[config.mk]
export PLATFORM = sky130hd
export DESIGN_NAME = char_class_affix_matcher_top
export DESIGN_NICKNAME = d
export VERILOG_FILES = /design/src/sv/ccam_pkg.sv /design/src/sv/ccam_ctrl.sv /design/src/sv/ccam_dp.sv /design/src/sv/char_class_affix_matcher_top.sv
export SDC_FILE = /design/constraint.sdc
export NUM_CORES = 1
export LEC_CHECK = 0
export BUFFER_PORTS_ARGS = -buffer_cell sky130_fd_sc_hd__buf_2
export CORE_MARGIN = 2
export CORE_UTILIZATION = 47
export DETAILED_ROUTE_END_ITERATION = 16
export PLACE_DENSITY_LB_ADDON = 0.12
export SETUP_SLACK_MARGIN = 0.2
export SLEW_MARGIN = 20
export SYNTH_ARGS = -nofsm -noshare
export SYNTH_HDL_FRONTEND = slang
export SYNTH_SLANG_ARGS = --single-unit
export TNS_END_PERCENT = 20
[constraint.sdc]
create_clock -name clk_i -period 7.3 [get_ports clk_i]
set_clock_uncertainty 0.1 [all_clocks]
set_input_delay 0.365 -clock clk_i [delete_from_list [all_inputs] [get_ports clk_i]]
set_output_delay 0.365 -clock clk_i [all_outputs]
set_load 0.01 [all_outputs]
[src/sv/ccam_pkg.sv]
// types, constants and class helpers shared by the affix matcher modules
// no dependencies
package ccam_pkg;

  localparam int unsigned MaxPosDefault = 16;
  localparam int unsigned LetterCnt     = 52;
  localparam int unsigned ClassW        = LetterCnt + 1;

  localparam logic [7:0] CharOpen  = 8'h5B;
  localparam logic [7:0] CharClose = 8'h5D;
  localparam logic [7:0] CharCaret = 8'h5E;

  localparam logic KindPattern = 1'b0;
  localparam logic KindWord    = 1'b1;
  localparam logic FuncPattern = 1'b0;
  localparam logic FuncWord    = 1'b1;

  typedef enum logic [1:0] {
    PH_WAIT,
    PH_OPEN,
    PH_IN,
    PH_NEG
  } phase_e;

  typedef enum logic [2:0] {
    ST_IDLE,
    ST_PAT,
    ST_WORD,
    ST_WALK,
    ST_DRAIN,
    ST_RESULT
  } state_e;

  typedef struct packed {
    logic       func;
    logic [7:0] char_byte;
    logic       last;
  } in_word_t;

  typedef struct packed {
    logic       result_kind;
    logic       ok;
    logic [4:0] position_count;
  } out_word_t;

  typedef struct packed {
    logic accept;
    logic pat_exec;
    logic word_exec;
    logic walk_issue;
    logic out_load;
  } ctrl_cmd_t;

  typedef struct packed {
    logic item_last;
    logic need_walk;
    logic walk_last;
    logic out_free;
  } dp_stat_t;

  function automatic logic is_letter(input logic [7:0] b);
    return (b inside {[8'h41:8'h5A], [8'h61:8'h7A]});
  endfunction

  // upper case maps to 0..25, lower case to 26..51
  function automatic logic [5:0] letter_idx(input logic [7:0] b);
    logic [7:0] d;
    d = b[5] ? (b - 8'h61 + 8'd26) : (b - 8'h41);
    return d[5:0];
  endfunction

  function automatic logic [LetterCnt-1:0] letter_bit(input logic [7:0] b);
    return LetterCnt'(1) << letter_idx(b);
  endfunction

  // class entry: negate flag on top, letter mask below
  function automatic logic class_hit(input logic [ClassW-1:0] e, input logic [7:0] b);
    logic hit;
    hit = is_letter(b) && e[letter_idx(b)];
    return hit ^ e[ClassW-1];
  endfunction

endpackage

[src/sv/ccam_ctrl.sv]
// sequencer for the affix matcher: accept, parse or test, suffix walk, hand-off
// depends on ccam_pkg
module ccam_ctrl import ccam_pkg::*; (
  input  logic      clk_i,
  input  logic      rst_ni,
  input  logic      in_valid_i,
  input  logic      in_func_i,
  output logic      in_stall_o,
  input  dp_stat_t  stat_i,
  output ctrl_cmd_t cmd_o
);

  state_e state_q, state_d;

  always_ff @(posedge clk_i or negedge rst_ni) begin
    if (!rst_ni) begin
      state_q <= ST_IDLE;
    end else begin
      state_q <= state_d;
    end
  end

  always_comb begin
    state_d = state_q;
    case (state_q)
      ST_IDLE: begin
        if (in_valid_i) begin
          state_d = (in_func_i == FuncWord) ? ST_WORD : ST_PAT;
        end
      end
      ST_PAT: begin
        state_d = stat_i.item_last ? ST_RESULT : ST_IDLE;
      end
      ST_WORD: begin
        if (!stat_i.item_last) begin
          state_d = ST_IDLE;
        end else if (stat_i.need_walk) begin
          state_d = ST_WALK;
        end else begin
          state_d = ST_RESULT;
        end
      end
      ST_WALK: begin
        if (stat_i.walk_last) begin
          state_d = ST_DRAIN;
        end
      end
      ST_DRAIN: begin
        state_d = ST_RESULT;
      end
      ST_RESULT: begin
        if (stat_i.out_free) begin
          state_d = ST_IDLE;
        end
      end
      default: begin
        state_d = ST_IDLE;
      end
    endcase
  end

  always_comb begin
    cmd_o      = '0;
    in_stall_o = 1'b1;
    case (state_q)
      ST_IDLE: begin
        in_stall_o   = 1'b0;
        cmd_o.accept = in_valid_i;
      end
      ST_PAT: begin
        cmd_o.pat_exec = 1'b1;
      end
      ST_WORD: begin
        cmd_o.word_exec = 1'b1;
      end
      ST_WALK: begin
        cmd_o.walk_issue = 1'b1;
      end
      ST_DRAIN: begin
        cmd_o = '0;
      end
      ST_RESULT: begin
        cmd_o.out_load = stat_i.out_free;
      end
      default: begin
        cmd_o = '0;
      end
    endcase
  end

endmodule

[src/sv/ccam_dp.sv]
// datapath: pattern parser, class memory, word tail shift line, verdict and output register
// depends on ccam_pkg
module ccam_dp import ccam_pkg::*; #(
  parameter int unsigned MAX_POS = MaxPosDefault
) (
  input  logic      clk_i,
  input  logic      rst_ni,
  input  in_word_t  in_data_i,
  input  logic      cfg_we_i,
  input  logic      cfg_wdata_i,
  input  ctrl_cmd_t cmd_i,
  output dp_stat_t  stat_o,
  output logic      out_valid_o,
  input  logic      out_stall_i,
  output out_word_t out_data_o
);

  localparam int unsigned PCW = $clog2(MAX_POS + 1);
  localparam int unsigned IW  = (MAX_POS > 1) ? $clog2(MAX_POS) : 1;

  logic [ClassW-1:0] mem_q [MAX_POS];
  logic [ClassW-1:0] rdata_q;
  logic [7:0]        tail_q [MAX_POS];

  in_word_t          item_q;
  logic [PCW-1:0]    pos_q, pos_d, pos_eff, pos_m1, pos_eff_m1;
  phase_e            phase_q, phase_d, phase_eff;
  logic              bad_q, bad_d, bad_eff;
  logic              in_pat_q, in_pat_d;
  logic [PCW-1:0]    wl_q, wl_d, wl_inc;
  logic              prefix_q, prefix_d;
  logic              suffix_q;
  logic [ClassW-1:0] cls_q, cls_d;
  logic [PCW-1:0]    p_q, p_d, tail_sel;
  logic [7:0]        tb_q;
  logic              cmp_v_q;
  out_word_t         res_q, res_d;
  logic              out_valid_q;
  out_word_t         out_q;

  logic              mem_we;
  logic [IW-1:0]     mem_waddr;
  logic [IW-1:0]     mem_raddr;
  logic [ClassW-1:0] mem_wdata;
  logic              need_walk;
  logic              ok_base;
  logic              pos_full;
  logic [7:0]        b;

  assign b          = item_q.char_byte;
  assign pos_eff    = in_pat_q ? pos_q : '0;
  assign phase_eff  = in_pat_q ? phase_q : PH_WAIT;
  assign bad_eff    = in_pat_q ? bad_q : 1'b0;
  assign pos_full   = (pos_eff >= PCW'(MAX_POS));
  assign pos_m1     = pos_q - 1'b1;
  assign pos_eff_m1 = pos_eff - 1'b1;
  assign wl_inc     = (wl_q >= PCW'(MAX_POS)) ? wl_q : wl_q + 1'b1;
  assign tail_sel   = pos_m1 - p_q;
  assign mem_raddr  = cmd_i.walk_issue ? p_q[IW-1:0] : wl_q[IW-1:0];

  always_comb begin
    pos_d     = pos_q;
    phase_d   = phase_q;
    bad_d     = bad_q;
    in_pat_d  = in_pat_q;
    wl_d      = wl_q;
    prefix_d  = prefix_q;
    cls_d     = cls_q;
    p_d       = p_q;
    res_d     = res_q;
    mem_we    = 1'b0;
    mem_waddr = pos_eff[IW-1:0];
    mem_wdata = {1'b0, letter_bit(b)};
    need_walk = 1'b0;
    ok_base   = 1'b0;

    if (cmd_i.pat_exec) begin
      // first byte after an ended pattern starts a fresh one
      pos_d    = pos_eff;
      phase_d  = phase_eff;
      bad_d    = bad_eff;
      in_pat_d = 1'b1;
      wl_d     = '0;
      prefix_d = 1'b1;
      if (!bad_eff) begin
        case (phase_eff)
          PH_WAIT: begin
            if (is_letter(b)) begin
              if (pos_full) begin
                bad_d = 1'b1;
              end else begin
                mem_we = 1'b1;
                pos_d  = pos_eff + 1'b1;
              end
            end else if (b == CharOpen) begin
              if (pos_full) begin
                bad_d = 1'b1;
              end else begin
                pos_d   = pos_eff + 1'b1;
                phase_d = PH_OPEN;
                cls_d   = '0;
              end
            end else begin
              bad_d = 1'b1;
            end
          end
          PH_OPEN: begin
            if (b == CharCaret) begin
              cls_d[ClassW-1] = 1'b1;
              phase_d         = PH_NEG;
            end else if (is_letter(b)) begin
              cls_d   = cls_q | {1'b0, letter_bit(b)};
              phase_d = PH_IN;
            end else begin
              bad_d = 1'b1;
            end
          end
          default: begin
            if (is_letter(b)) begin
              cls_d = cls_q | {1'b0, letter_bit(b)};
            end else if (b == CharClose) begin
              // class is complete, commit it to its position
              mem_we    = 1'b1;
              mem_waddr = pos_eff_m1[IW-1:0];
              mem_wdata = cls_q;
              phase_d   = PH_WAIT;
            end else begin
              bad_d = 1'b1;
            end
          end
        endcase
      end
      if (item_q.last) begin
        if (phase_d != PH_WAIT) begin
          bad_d = 1'b1;
        end
        phase_d                = PH_WAIT;
        in_pat_d               = 1'b0;
        res_d.result_kind      = KindPattern;
        res_d.ok               = !bad_d;
        res_d.position_count   = 5'(pos_d);
      end
    end

    if (cmd_i.word_exec) begin
      // a word byte abandons an unfinished pattern
      if (in_pat_q) begin
        in_pat_d = 1'b0;
        bad_d    = 1'b1;
        phase_d  = PH_WAIT;
      end
      if ((wl_q < pos_q) && !class_hit(rdata_q, b)) begin
        prefix_d = 1'b0;
      end
      wl_d = wl_inc;
      if (item_q.last) begin
        ok_base              = !bad_d && (wl_inc >= pos_q);
        res_d.result_kind    = KindWord;
        res_d.position_count = 5'(pos_q);
        if (suffix_q) begin
          res_d.ok  = ok_base;
          need_walk = ok_base && (pos_q != '0);
        end else begin
          res_d.ok = ok_base && prefix_d;
        end
        p_d      = '0;
        wl_d     = '0;
        prefix_d = 1'b1;
      end
    end

    if (cmd_i.walk_issue) begin
      p_d = p_q + 1'b1;
    end
    // suffix walk: verdict accumulates one position per cycle
    if (cmp_v_q) begin
      res_d.ok = res_q.ok & class_hit(rdata_q, tb_q);
    end
  end

  always_ff @(posedge clk_i or negedge rst_ni) begin
    if (!rst_ni) begin
      pos_q       <= '0;
      phase_q     <= PH_WAIT;
      bad_q       <= 1'b1;
      in_pat_q    <= 1'b0;
      wl_q        <= '0;
      prefix_q    <= 1'b1;
      suffix_q    <= 1'b0;
      p_q         <= '0;
      cmp_v_q     <= 1'b0;
      out_valid_q <= 1'b0;
    end else begin
      pos_q    <= pos_d;
      phase_q  <= phase_d;
      bad_q    <= bad_d;
      in_pat_q <= in_pat_d;
      wl_q     <= wl_d;
      prefix_q <= prefix_d;
      p_q      <= p_d;
      cmp_v_q  <= cmd_i.walk_issue;
      if (cfg_we_i) begin
        suffix_q <= cfg_wdata_i;
      end
      if (cmd_i.out_load) begin
        out_valid_q <= 1'b1;
      end else if (!out_stall_i) begin
        out_valid_q <= 1'b0;
      end
    end
  end

  always_ff @(posedge clk_i) begin
    if (cmd_i.accept) begin
      item_q <= in_data_i;
    end
    cls_q <= cls_d;
    res_q <= res_d;
    if (cmd_i.walk_issue) begin
      tb_q <= tail_q[tail_sel[IW-1:0]];
    end
    if (cmd_i.out_load) begin
      out_q <= res_q;
    end
    if (cmd_i.word_exec) begin
      tail_q[0] <= b;
      for (int i = 1; i < MAX_POS; i++) begin
        tail_q[i] <= tail_q[i-1];
      end
    end
  end

  // class memory: one write and one registered read port
  always_ff @(posedge clk_i) begin
    if (mem_we) begin
      mem_q[mem_waddr] <= mem_wdata;
    end
    rdata_q <= mem_q[mem_raddr];
  end

  assign stat_o.item_last = item_q.last;
  assign stat_o.need_walk = need_walk;
  assign stat_o.walk_last = (p_q == pos_m1);
  assign stat_o.out_free  = !out_valid_q || !out_stall_i;

  assign out_valid_o = out_valid_q;
  assign out_data_o  = out_q;

endmodule

[src/sv/char_class_affix_matcher_top.sv]
// top level of the character class affix matcher
// depends on ccam_pkg, ccam_ctrl and ccam_dp
//
//   port group   direction   handshake               payload
//   in           to block    in_valid_i / in_stall_o   in_data_i (in_word_t)
//   out          from block  out_valid_o / out_stall_i out_data_o (out_word_t)
//   cfg          to block    cfg_we_i                  cfg_wdata_i (match_suffix)
//
// a pattern or word byte is first accepted, then parsed or class tested
// the ending byte then adds a hand-off into the output register
// in suffix mode an ending byte on a valid pattern, with the word long enough,
// adds a suffix walk and a drain step, one class memory read per position
// reset gives an invalid pattern; class memory and word tail need no clearing
// a word waits in the output register while the next bytes are taken; an ending
// byte holds until that word is gone
module char_class_affix_matcher_top import ccam_pkg::*; #(
  parameter int unsigned MAX_POS = MaxPosDefault
) (
  input  logic      clk_i,
  input  logic      rst_ni,
  input  logic      in_valid_i,
  output logic      in_stall_o,
  input  in_word_t  in_data_i,
  output logic      out_valid_o,
  input  logic      out_stall_i,
  output out_word_t out_data_o,
  input  logic      cfg_we_i,
  input  logic      cfg_wdata_i
);

  ctrl_cmd_t cmd;
  dp_stat_t  stat;

  ccam_ctrl u_ctrl (
    .clk_i      (clk_i),
    .rst_ni     (rst_ni),
    .in_valid_i (in_valid_i),
    .in_func_i  (in_data_i.func),
    .in_stall_o (in_stall_o),
    .stat_i     (stat),
    .cmd_o      (cmd)
  );

  ccam_dp #(
    .MAX_POS (MAX_POS)
  ) u_dp (
    .clk_i       (clk_i),
    .rst_ni      (rst_ni),
    .in_data_i   (in_data_i),
    .cfg_we_i    (cfg_we_i),
    .cfg_wdata_i (cfg_wdata_i),
    .cmd_i       (cmd),
    .stat_o      (stat),
    .out_valid_o (out_valid_o),
    .out_stall_i (out_stall_i),
    .out_data_o  (out_data_o)
  );

endmodule
---- Word-level counts from Yosys, hierarchy flattened ----
Memories as Yosys holds them, arrays and structs flattened. A register that Yosys moved wholly into a read port is not among the register bits.
Index checks and enable logic that the tools add are counted.
cells by class
  divide/modulo/power cells ............... 0
  $add $sub $neg .......................... 12
  bitwise operators ....................... 5
  muxes and demuxes ....................... 115
  $lt $le $gt $ge ......................... 14
  multipliers ............................. 0
  equal/unequal tests ..................... 18
  reductions and logical operators ........ 30
  shift-type cells ........................ 1
operators with widths
  operator                count
  $mux W53                9
  $pmux W53 S2            1
  $mux W5                 13
  $or A53 B52 Y53         1
  $mux W1                 52
  $mux W52                1
  $shl A1 B6 Y52 const A  1
  $ge A8 B7 Y1 const B    4
  $le A8 B7 Y1 const B    4
  $mux W2                 15
  $mux W7                 4
  $eq A8 B7 Y1 const B    3
  $mux W4                 6
  $mux W3                 6
  $pmux W3 S6             1
  $add A5 B1 Y5 const B   3
  $lt A6 B7 Y1 const B    2
  $add A6 B5 Y6 const B   2
  $bmux W1 S6             2
  $mux W6                 2
  $reduce_bool A2 Y1      6
  $sub A6 B1 Y6 const B   2
  $sub A6 B6 Y6 const B   2
  $ge A5 B5 Y1 const B    2
  28 further kinds        51
storage, ports and cells
  logic and storage cells ................. 218
  RAM bits ................................ 976
  latch bits .............................. 0
  input bits .............................. 16
  bits in read-only memories .............. 0
  register bits ........................... 102
  memories kept ........................... 2
memory list
  name         words  width  rd ports  clocked after Yosys merged registers in  write ports  line           text
  u_dp.mem_q   16     53     1         1                                        1            ccam_dp.sv:21  logic [ClassW-1:0] mem_q [MAX_POS];
  u_dp.tail_q  16     8      16        1                                        16           ccam_dp.sv:23  logic [7:0] tail_q [MAX_POS];

---- Longest topological paths before layout ----
Gate-level depths: netlist of the first run.
  depth after elaboration ................. 25
  mapped depth ............................ 13

---- By module ----
A second synthesis of the first run with hierarchy kept.
second synthesis, totals
  cell total of the unflattened synthesis .. 2489
  area, all modules ....................... 45627.5 µm²
modules (own cells, without submodules)
  module     cells each  area an instance (µm²)  sequential area each (µm²)  times used
  ccam_dp    2456        45352.2                 33399.5                     1
  ccam_ctrl  33          275.3                   75.1                        1

---- Least setup slack after synthesis of the first run ----
No wires, ideal clock.
  path kind ............................... reg2reg
  start ................................... reg u_ctrl.state_q[2]
  end ..................................... reg u_dp.in_pat_q
  cell stages (with the launch flop) ...... 5
  setup slack ............................. 1.771 ns
  arrival time ............................ 5.098 ns
  clock period less this slack ............ 5.529 ns
  library setup time ...................... 0.331 ns
  path through ............................ dfrtp_1 clkbuf_1 nor3b_1 clkbuf_1 a211oi_1
between the ends
  word-level cells in the longest chain between the ends .. 5
RTL lines
  item                      line             text
  start: declaration        ccam_ctrl.sv:13  state_e state_q, state_d;
  start signal: assignment  ccam_ctrl.sv:19  state_q <= state_d;
  $eq A3 B1 Y1              ccam_ctrl.sv:65  case (state_q)
  $mux W1                   ccam_ctrl.sv:65
  $mux W1                   ccam_dp.sv:77    if (cmd_i.pat_exec) begin
  $mux W1                   ccam_dp.sv:147   if (in_pat_q) begin
  $mux W1 *                 ccam_dp.sv:145   if (cmd_i.word_exec) begin
  via u_dp.in_pat_d         ccam_dp.sv:29    logic in_pat_q, in_pat_d;
  end signal: assignment    ccam_dp.sv:197   in_pat_q <= in_pat_d;
  end: declaration          ccam_dp.sv:29
Mark *: on every way through the listed nets, which the timed path passes. The rest lies on a longest branch.
A chain may end at the register's enable or synchronous reset.

---- Final worst setup path of the first run ----
  start ................................... reg u_dp.item_q (netlist bit u_dp.b[5])
  end ..................................... mem u_dp.mem_q[4][12] (netlist bit), enable pin
between the ends
  word-level cells in the longest chain between the ends .. 9
RTL lines
  item                                          line                           text
  start: declaration                            ccam_dp.sv:25                  in_word_t item_q;
  start signal: assignment                      ccam_dp.sv:215                 item_q <= in_data_i;
  $ge A8 B7 Y1 or $le A8 B7 Y1 (tied branches)  ccam_pkg.sv:62                 return (b inside {[8'h41:8'h5A], [8'h61:8'h7A]});
  $logic_and A1 B1 Y1                           ccam_pkg.sv:62
  $reduce_bool A2 Y1                            ccam_pkg.sv:62
  $mux W1 (on tied branches)                    ccam_dp.sv:119, ccam_dp.sv:88
  $pmux W1 S2                                   ccam_dp.sv:86                  case (phase_eff)
  $mux W1                                       ccam_dp.sv:85                  if (!bad_eff) begin
  $mux W1                                       ccam_dp.sv:77
  $mux W1                                       ccam_dp.sv:235                 if (mem_we) begin
  $mux W1 (implied by the code)                 ccam_dp.sv:236                 mem_q[mem_waddr] <= mem_wdata;
  end: declaration                              ccam_dp.sv:21
Several ways; a longest one is shown, not always the timed one.

==> results of run 1 <==
## worst max-delay path, stage by stage, from the launching register on
cell and delay, ns:
edfxtp_1 0.67, nor4b_2 0.59, nand4_1 0.29, nor2_4 0.18
buf_4 0.42, nand2_1 0.16, a32oi_1 0.31, nand2_1 0.29
nor2_4 0.83, buf_4 0.62
## worst paths after layout
check / to / cells past startpoint / start / slack [ns]
max: u_dp.mem_q[4][12]$_DFFE_PP_ / 9 / u_dp.b[5]$_DFFE_PP_ / 2.43
min: u_ctrl.state_q[2]$_DFFE_PN0P_ / 2 / rst_ni / 0.14
max reg2reg: u_dp.mem_q[4][12]$_DFFE_PP_ / 9 / u_dp.b[5]$_DFFE_PP_ / 2.43
min reg2reg: u_dp.tail_q[7][7]$_DFFE_PP_ / 0 / u_dp.tail_q[6][7]$_DFFE_PP_ / 0.34
max in group asynchronous: u_dp.pos_q[1]$_DFFE_PN0P_ / 2 / rst_ni / 6.52
min in group clk_i: u_dp.b[2]$_DFFE_PP_ / 3 / in_valid_i / 0.22
## final cells by class
class / instances / share of cell area, %
inverters: 25 / 0.178
multi-input cells: 1900 / 23.7
well taps: 1287 / 3.06
clock buffers: 174 / 6.48
flip-flops and latches: 1139 / 63.5
clock inverters: 51 / 1.01
repair buffers: 111 / 2.07
diodes: 2 / 0.00950
## cell usage after synthesis (6+ instances only)
| cell | instances | area, um2 |
|---|---|---|
| xnor2_1 | 12 | 105 |
| a22o_1 | 44 | 385 |
| ha_1 | 27 | 338 |
| a21oi_1 | 195 | 976 |
| clkbuf_1 | 182 | 683 |
| buf_2 | 33 | 165 |
| buf_1 | 18 | 67.6 |
| inv_1 | 23 | 86.3 |
| a311oi_1 | 109 | 955 |
| nand2_1 | 504 | 1890 |
| mux2_2 | 6 | 67.6 |
| nor3_1 | 25 | 125 |
| o21ai_0 | 32 | 160 |
| dfrtp_1 | 24 | 601 |
| nand3_1 | 12 | 60.1 |
| xor2_1 | 8 | 70.1 |
| a31oi_1 | 110 | 688 |
| dfxtp_1 | 59 | 1180 |
| o22ai_1 | 11 | 68.8 |
| nor2b_1 | 10 | 62.6 |
| and2_0 | 9 | 56.3 |
| mux4_2 | 51 | 1150 |
| nor2_1 | 110 | 413 |
| nand2b_1 | 12 | 75.1 |
| edfxtp_1 | 1054 | 31700 |
| and2_1 | 213 | 1330 |
| a21o_1 | 6 | 45.0 |
| a211oi_1 | 278 | 2090 |
| mux2i_1 | 23 | 230 |
## repair_timing
| action | 4_1_cts | 5_1_grt |
|---|---|---|
| setup endpoints to repair | 0 | 0 |
| hold buffers | 15 | 0 |
| endpoints found under the hold margin | 38 | 0 |
| resized for setup | 0 | 0 |
## stage by stage
stage	instance area, um2	hold slack [ns]	instances	power (uW)
after global placement	48400	0.320	4441	12400
after floorplan	46800	-0.0306	3303	11000
final	52700	0.141	4689	18300
after global routing	52700	0.155	4687	19100
after CTS	52600	0.114	4684	18500
after detailed placement	48500	0.328	4444	12400
## flip-flops by register name, summed over array words and instances, names as in the netlist, named ones only
name / flops
u_dp.mem_q: 848
u_dp.tail_q: 128
u_dp.cls_q: 53
u_dp.rdata_q: 53
u_dp.b: 8
u_dp.tb_q: 8
u_dp.out_data_o: 7
u_dp.res_q: 6
u_dp.p_q: 5
u_dp.pos_q: 5
u_dp.wl_q: 5
u_ctrl.state_q: 3
u_dp.phase_q: 2
u_dp.bad_q: 1
u_dp.cmp_v_q: 1
u_dp.in_pat_q: 1
u_dp.out_valid_o: 1
u_dp.prefix_q: 1
u_dp.stat_o: 1
u_dp.suffix_q: 1
## where the power goes
part	total, uW	internal, uW	switching [uW]
logic	4220	1570	2640
clock network	6020	3530	2490
registers	8100	7670	432
## routing by layer
layer,track usage [%],vias to the layer above,part of all wire (%)
met4,7.03,4,2.9
li1,-,12700,-
met3,3.90,193,6.0
met2,36.0,844,47
met1,31.4,14400,44
met5,0,-,0.024
## cells by family after synthesis
group / count (synthesis)
AO/OA/AOI/OAI: 843
flip-flops: 1139
AND/OR/NAND/NOR: 922
adder cells (fa/ha/maj): 28
buffers and inverters: 264
multiplexers: 83
XOR/XNOR: 24
==> impl_metrics.json, run 1 <==
{
  "muxShareOfSynthArea_pct": 3.25,
  "cts_tree": "yes",
  "synth_top_family_by_area": "compound AO/OA/AOI/OAI gates",
  "grt_pass1_vias": 27200,
  "dp_hpwl_mm": 64.3,
  "wl_per_cell_um": 24.6,
  "synth_xor_area_share_pct": 0.513,
  "num-fill-cells": 8012,
  "regArea_um2": 33500,
  "clockBufferDepth": 3,
  "num_rows": 115,
  "yosysUniqueCellTypes": 87,
  "p_leak_uw": 0.0172,
  "hold_path.class": "in2async",
  "setup_viol": 0,
  "worst_setup_path_end_kind": "flop",
  "drt_iter0_drc": 2729,
  "async_reset_ff_share_pct": 2.28,
  "fin_crit_ns": 4.87,
  "grt.overflow.total": 0,
  "multiInputGateArea_um2": 12500,
  "cts_num_sinks": 1139,
  "syn_area_per_cell_um2": 14.2,
  "io_buffers": 24,
  "path_max_fanout": 38,
  "h-tree-depth": 3,
  "maxClockFrequency_mhz": 205,
  "post-cts-setup-buffers": 0,
  "dp_slack_ns": 2.29,
  "grt_max_degree": 148,
  "yosys_warnings": 0,
  "yosysSeqAreaShare_pct": 71.6,
  "grt_pass1_wl_mm": 174,
  "path_class": "reg2reg",
  "slew_headroom_pct": 24.5,
  "synth_fa_ha_area_share_pct": 0.765,
  "start_util_pct": 47.5,
  "syn-num-nets": 3347,
  "cp.required_ns": 7.54,
  "final_common_cell": "edfxtp_1",
  "synth_ff_type": "edfxtp_1",
  "io_pins": 25,
  "num_vias": 28200,
  "drive_gt1_share_pct": 11.6,
  "cts_made_buffers": 118,
  "tightest_slew_ns": 1.13,
  "maxCapViolCount": 0,
  "rsz0062_at_grt": "false",
  "crit_path_start_kind": "flop",
  "peakVddDrop_v": 0.000315,
  "fin_ws_ns": 2.43,
  "clk_pin_slew_ns": 0.06,
  "antenna_found_initial": 2,
  "synthCells": 3303,
  "grtUsageTotal_pct": 22.5,
  "drcViolationCount": 0,
  "die_h_um": 320,
  "core-area_um2": 98600,
  "clk_latency_ns": 0.72,
  "ys_ff_latch": 1139,
  "synth_edf_count": 1054,
  "routed_wl_mm": 116,
  "dieArea_um2": 102000,
  "critical_path_arrival_ns": 5.10,
  "status": "completed",
  "final_cell_mix": "edfxtp_1, nand2_1, a211oi_1, and2_1, a21oi_1",
  "synth_compound_area_share_pct": 12.6,
  "die_w_um": 320,
  "final_nets": 3339,
  "syn_to_final_growth_pct": 12.6,
  "final_core_util_pct": 53.5,
  "viasPerCell": 6.01,
  "finalCritPeriodShare_pct": 66.7,
  "first_pass_iters": 5,
  "final.setup.tns_ns": 0,
  "syn_area_um2": 46800,
  "slew_viol_final": 0,
  "gp_congestion": 0.878,
  "hold_viol_final": 0,
  "root_buffer": "clkbuf_16",
  "ant_nets": 0,
  "p_per_area_nw_per_um2": 348,
  "synth-simple-area-share_pct": 9.03
}
No activity file was read; power rests on OpenSTA's default activity.
==> run 2: changes to the inputs <==
==> constraint.sdc (replaced) <==
create_clock -name clk_i -period 4.75 [get_ports clk_i]
set_clock_uncertainty 0.1 [all_clocks]
set_input_delay 0.2375 -clock clk_i [delete_from_list [all_inputs] [get_ports clk_i]]
set_output_delay 0.2375 -clock clk_i [all_outputs]
set_load 0.01 [all_outputs]
==> run 2 against run 1 <==
  * Register-to-register slack lost 1.6 ns
  * Sequential cell count is the same
  * Hold slack lost 0.044 ns
  * Clock-buffer cell count shrank 5
  * First-iteration DRC count grew 6.5%
  * Final cell count grew 1.0%
  * Non-clock buffer count grew 56
  * Die area is the same
  * Via count grew 1.2%
  * Combinational power grew 57%
  * Critical path type unchanged
  * Critical path depth grew 2
  * Maximum frequency grew 23%
==> impl_metrics.json, run 2 (synthesis results as in run 1) <==
{
  "p_sw_uw": 8470,
  "worst_setup_path_end_kind": "flop",
  "num-fill-cells": 7901,
  "swShare_pct": 30.3,
  "drive_gt1_share_pct": 12.3,
  "reg2reg_from": "u_dp.b[0]$_DFFE_PP_",
  "startpoint": "u_dp.b[0]$_DFFE_PP_",
  "start_util_pct": 47.5,
  "rrSetupSlack_ns": 0.80,
  "rsz0062_at_grt": "false",
  "maxClockFrequency_mhz": 253,
  "die_h_um": 320,
  "slew_viol_final": 0,
  "design_area_um2": 52900,
  "grt.overflow.total": 0,
  "dp_hpwl_mm": 66.4,
  "hold_viol_final": 0,
  "cts_tree": "yes",
  "final_common_cell": "edfxtp_1",
  "cp.required_ns": 5.23,
  "h-tree-depth": 3,
  "first_pass_iters": 5,
  "wl_per_cell_um": 24.7,
  "total_power_uw": 27900,
  "clk_pin_slew_ns": 0.06,
  "diodes": 0,
  "drcViolationCount": 0,
  "final_nets": 3393,
  "path_max_fanout": 11,
  "io_buffers": 24,
  "dp_slack_ns": 0.845,
  "drt_iter0_drc": 2907,
  "ant_nets": 0,
  "post-cts-setup-buffers": 0,
  "p_comb_share_pct": 23.7,
  "core-area_um2": 98600,
  "p_per_area_nw_per_um2": 529,
  "largest_reg_flops": 848,
  "placed_cell_area_um2": 49000,
  "crit_path_start_kind": "flop",
  "maxCapViolCount": 0,
  "antenna_found_initial": 4,
  "holdBufCountCts": 17,
  "grt_pass1_wl_mm": 175,
  "num_vias": 28500,
  "hold_path.class": "in2reg",
  "viasPerCell": 6.02,
  "path_class": "reg2reg",
  "tightest_slew_ns": 1.09,
  "cts_num_sinks": 1139,
  "io_pins": 25,
  "finalCritPeriodShare_pct": 83.2,
  "final_core_util_pct": 53.7,
  "clkPwrFrac_pct": 31.7,
  "dieArea_um2": 102000,
  "gp_congestion": 0.894,
  "fin_ws_ns": 0.799,
  "top_regs": "u_dp.mem_q: 848 flops, u_dp.tail_q: 128 flops",
  "endpoint": "u_dp.res_q[5]$_DFF_P_",
  "fin_crit_ns": 3.95,
  "num_rows": 115,
  "status": "completed",
  "final_cell_mix": "edfxtp_1, nand2_1, a211oi_1, and2_1, a21oi_1",
  "p_leak_uw": 0.0173,
  "peakVddDrop_v": 0.000389,
  "root_buffer": "clkbuf_16",
  "clockBufferDepth": 3,
  "reg2reg_depth": 11,
  "clk_latency_ns": 0.70,
  "slew_headroom_pct": 27.3,
  "grt_pass1_vias": 27900,
  "setup_viol": 0,
  "p_int_uw": 19500,
  "cts_resized": 0,
  "cts_made_buffers": 116,
  "holdWs_ns": 0.0972,
  "r2r-end": "u_dp.res_q[5]$_DFF_P_",
  "grtUsageTotal_pct": 22.7,
  "p_seq_share_pct": 44.7,
  "syn_to_final_growth_pct": 13.0,
  "critical_path_arrival_ns": 4.43,
  "largest-register": "u_dp.mem_q",
  "grt_max_degree": 105,
  "die_w_um": 320,
  "routed_wl_mm": 117
}
## run 2: cell types whose count changed in the layout (fill, tap and decap cells not counted), sizes merged
cell	change
buf	+55
bufinv	-1
clkbuf	-5
clkinv	+1
clkinvlp	-1
diode	-2
dlygate4sd3	+1
inv	-1
## run 2: worst min path at each step
stage	from	to	slack, ns	depth (start not counted)
4_1_cts	in_valid_i	u_ctrl.state_q[1]$_DFFE_PN0P_	0.05	6
3_5_place_dp	rst_ni	u_dp.suffix_q$_DFFE_PN0P_	0.20	1
3_3_place_gp	rst_ni	u_dp.suffix_q$_DFFE_PN0P_	0.18	1
5_1_grt	in_valid_i	u_dp.b[6]$_DFFE_PP_	0.12	3
6_report	in_valid_i	u_ctrl.state_q[1]$_DFFE_PN0P_	0.1	6
2_1_floorplan	rst_ni	u_ctrl.state_q[0]$_DFFE_PN0P_	-0.16	0
## run 2: through the flow
step / instances / setup TNS (ns)
after floorplan: 3303 / -92.26
after global placement: 4501 / 0
after detailed placement: 4501 / 0
after CTS: 4736 / 0
after global routing: 4736 / 0
final: 4736 / 0
## run 2: cell type report
class | instances | area (um2) | area share, %
clock buffer | 169 | 3240 | 6.13
clock inverter | 49 | 444 | 0.840
inverter | 25 | 93.8 | 0.177
multi-input combinational | 1900 | 12500 | 23.6
sequential | 1139 | 33500 | 63.3
tap | 1287 | 1610 | 3.04
timing repair buffer | 167 | 1530 | 2.90
## run 2: routing by layer
| layer | global-route usage (%) | share of wire [%] |
|---|---|---|
| met4 | 6.54 | 2.7 |
| met3 | 3.00 | 5.0 |
| met1 | 32.0 | 45 |
| met5 | 0 | 0.015 |
| met2 | 37.2 | 48 |
## run 2: power by group through the flow
stage	clock network (uW)	registers, uW	logic [uW]
after CTS	9020	12500	6660
final	8850	12500	6610
after floorplan	0	12200	4700
after detailed placement	0	12700	6600
after global placement	0	12700	6470
after global routing	9360	12500	7220
## run 2: critical path, cell delays in order, from the launching register on
cell	delay [ns]
edfxtp_1	0.41
inv_2	0.27
ha_1	0.34
xnor2_2	0.68
mux2i_1	0.17
mux4_2	0.51
o211ai_1	0.18
o31ai_1	0.11
nor4_2	0.38
xnor2_1	0.23
nand3b_1	0.12
a221o_1	0.34
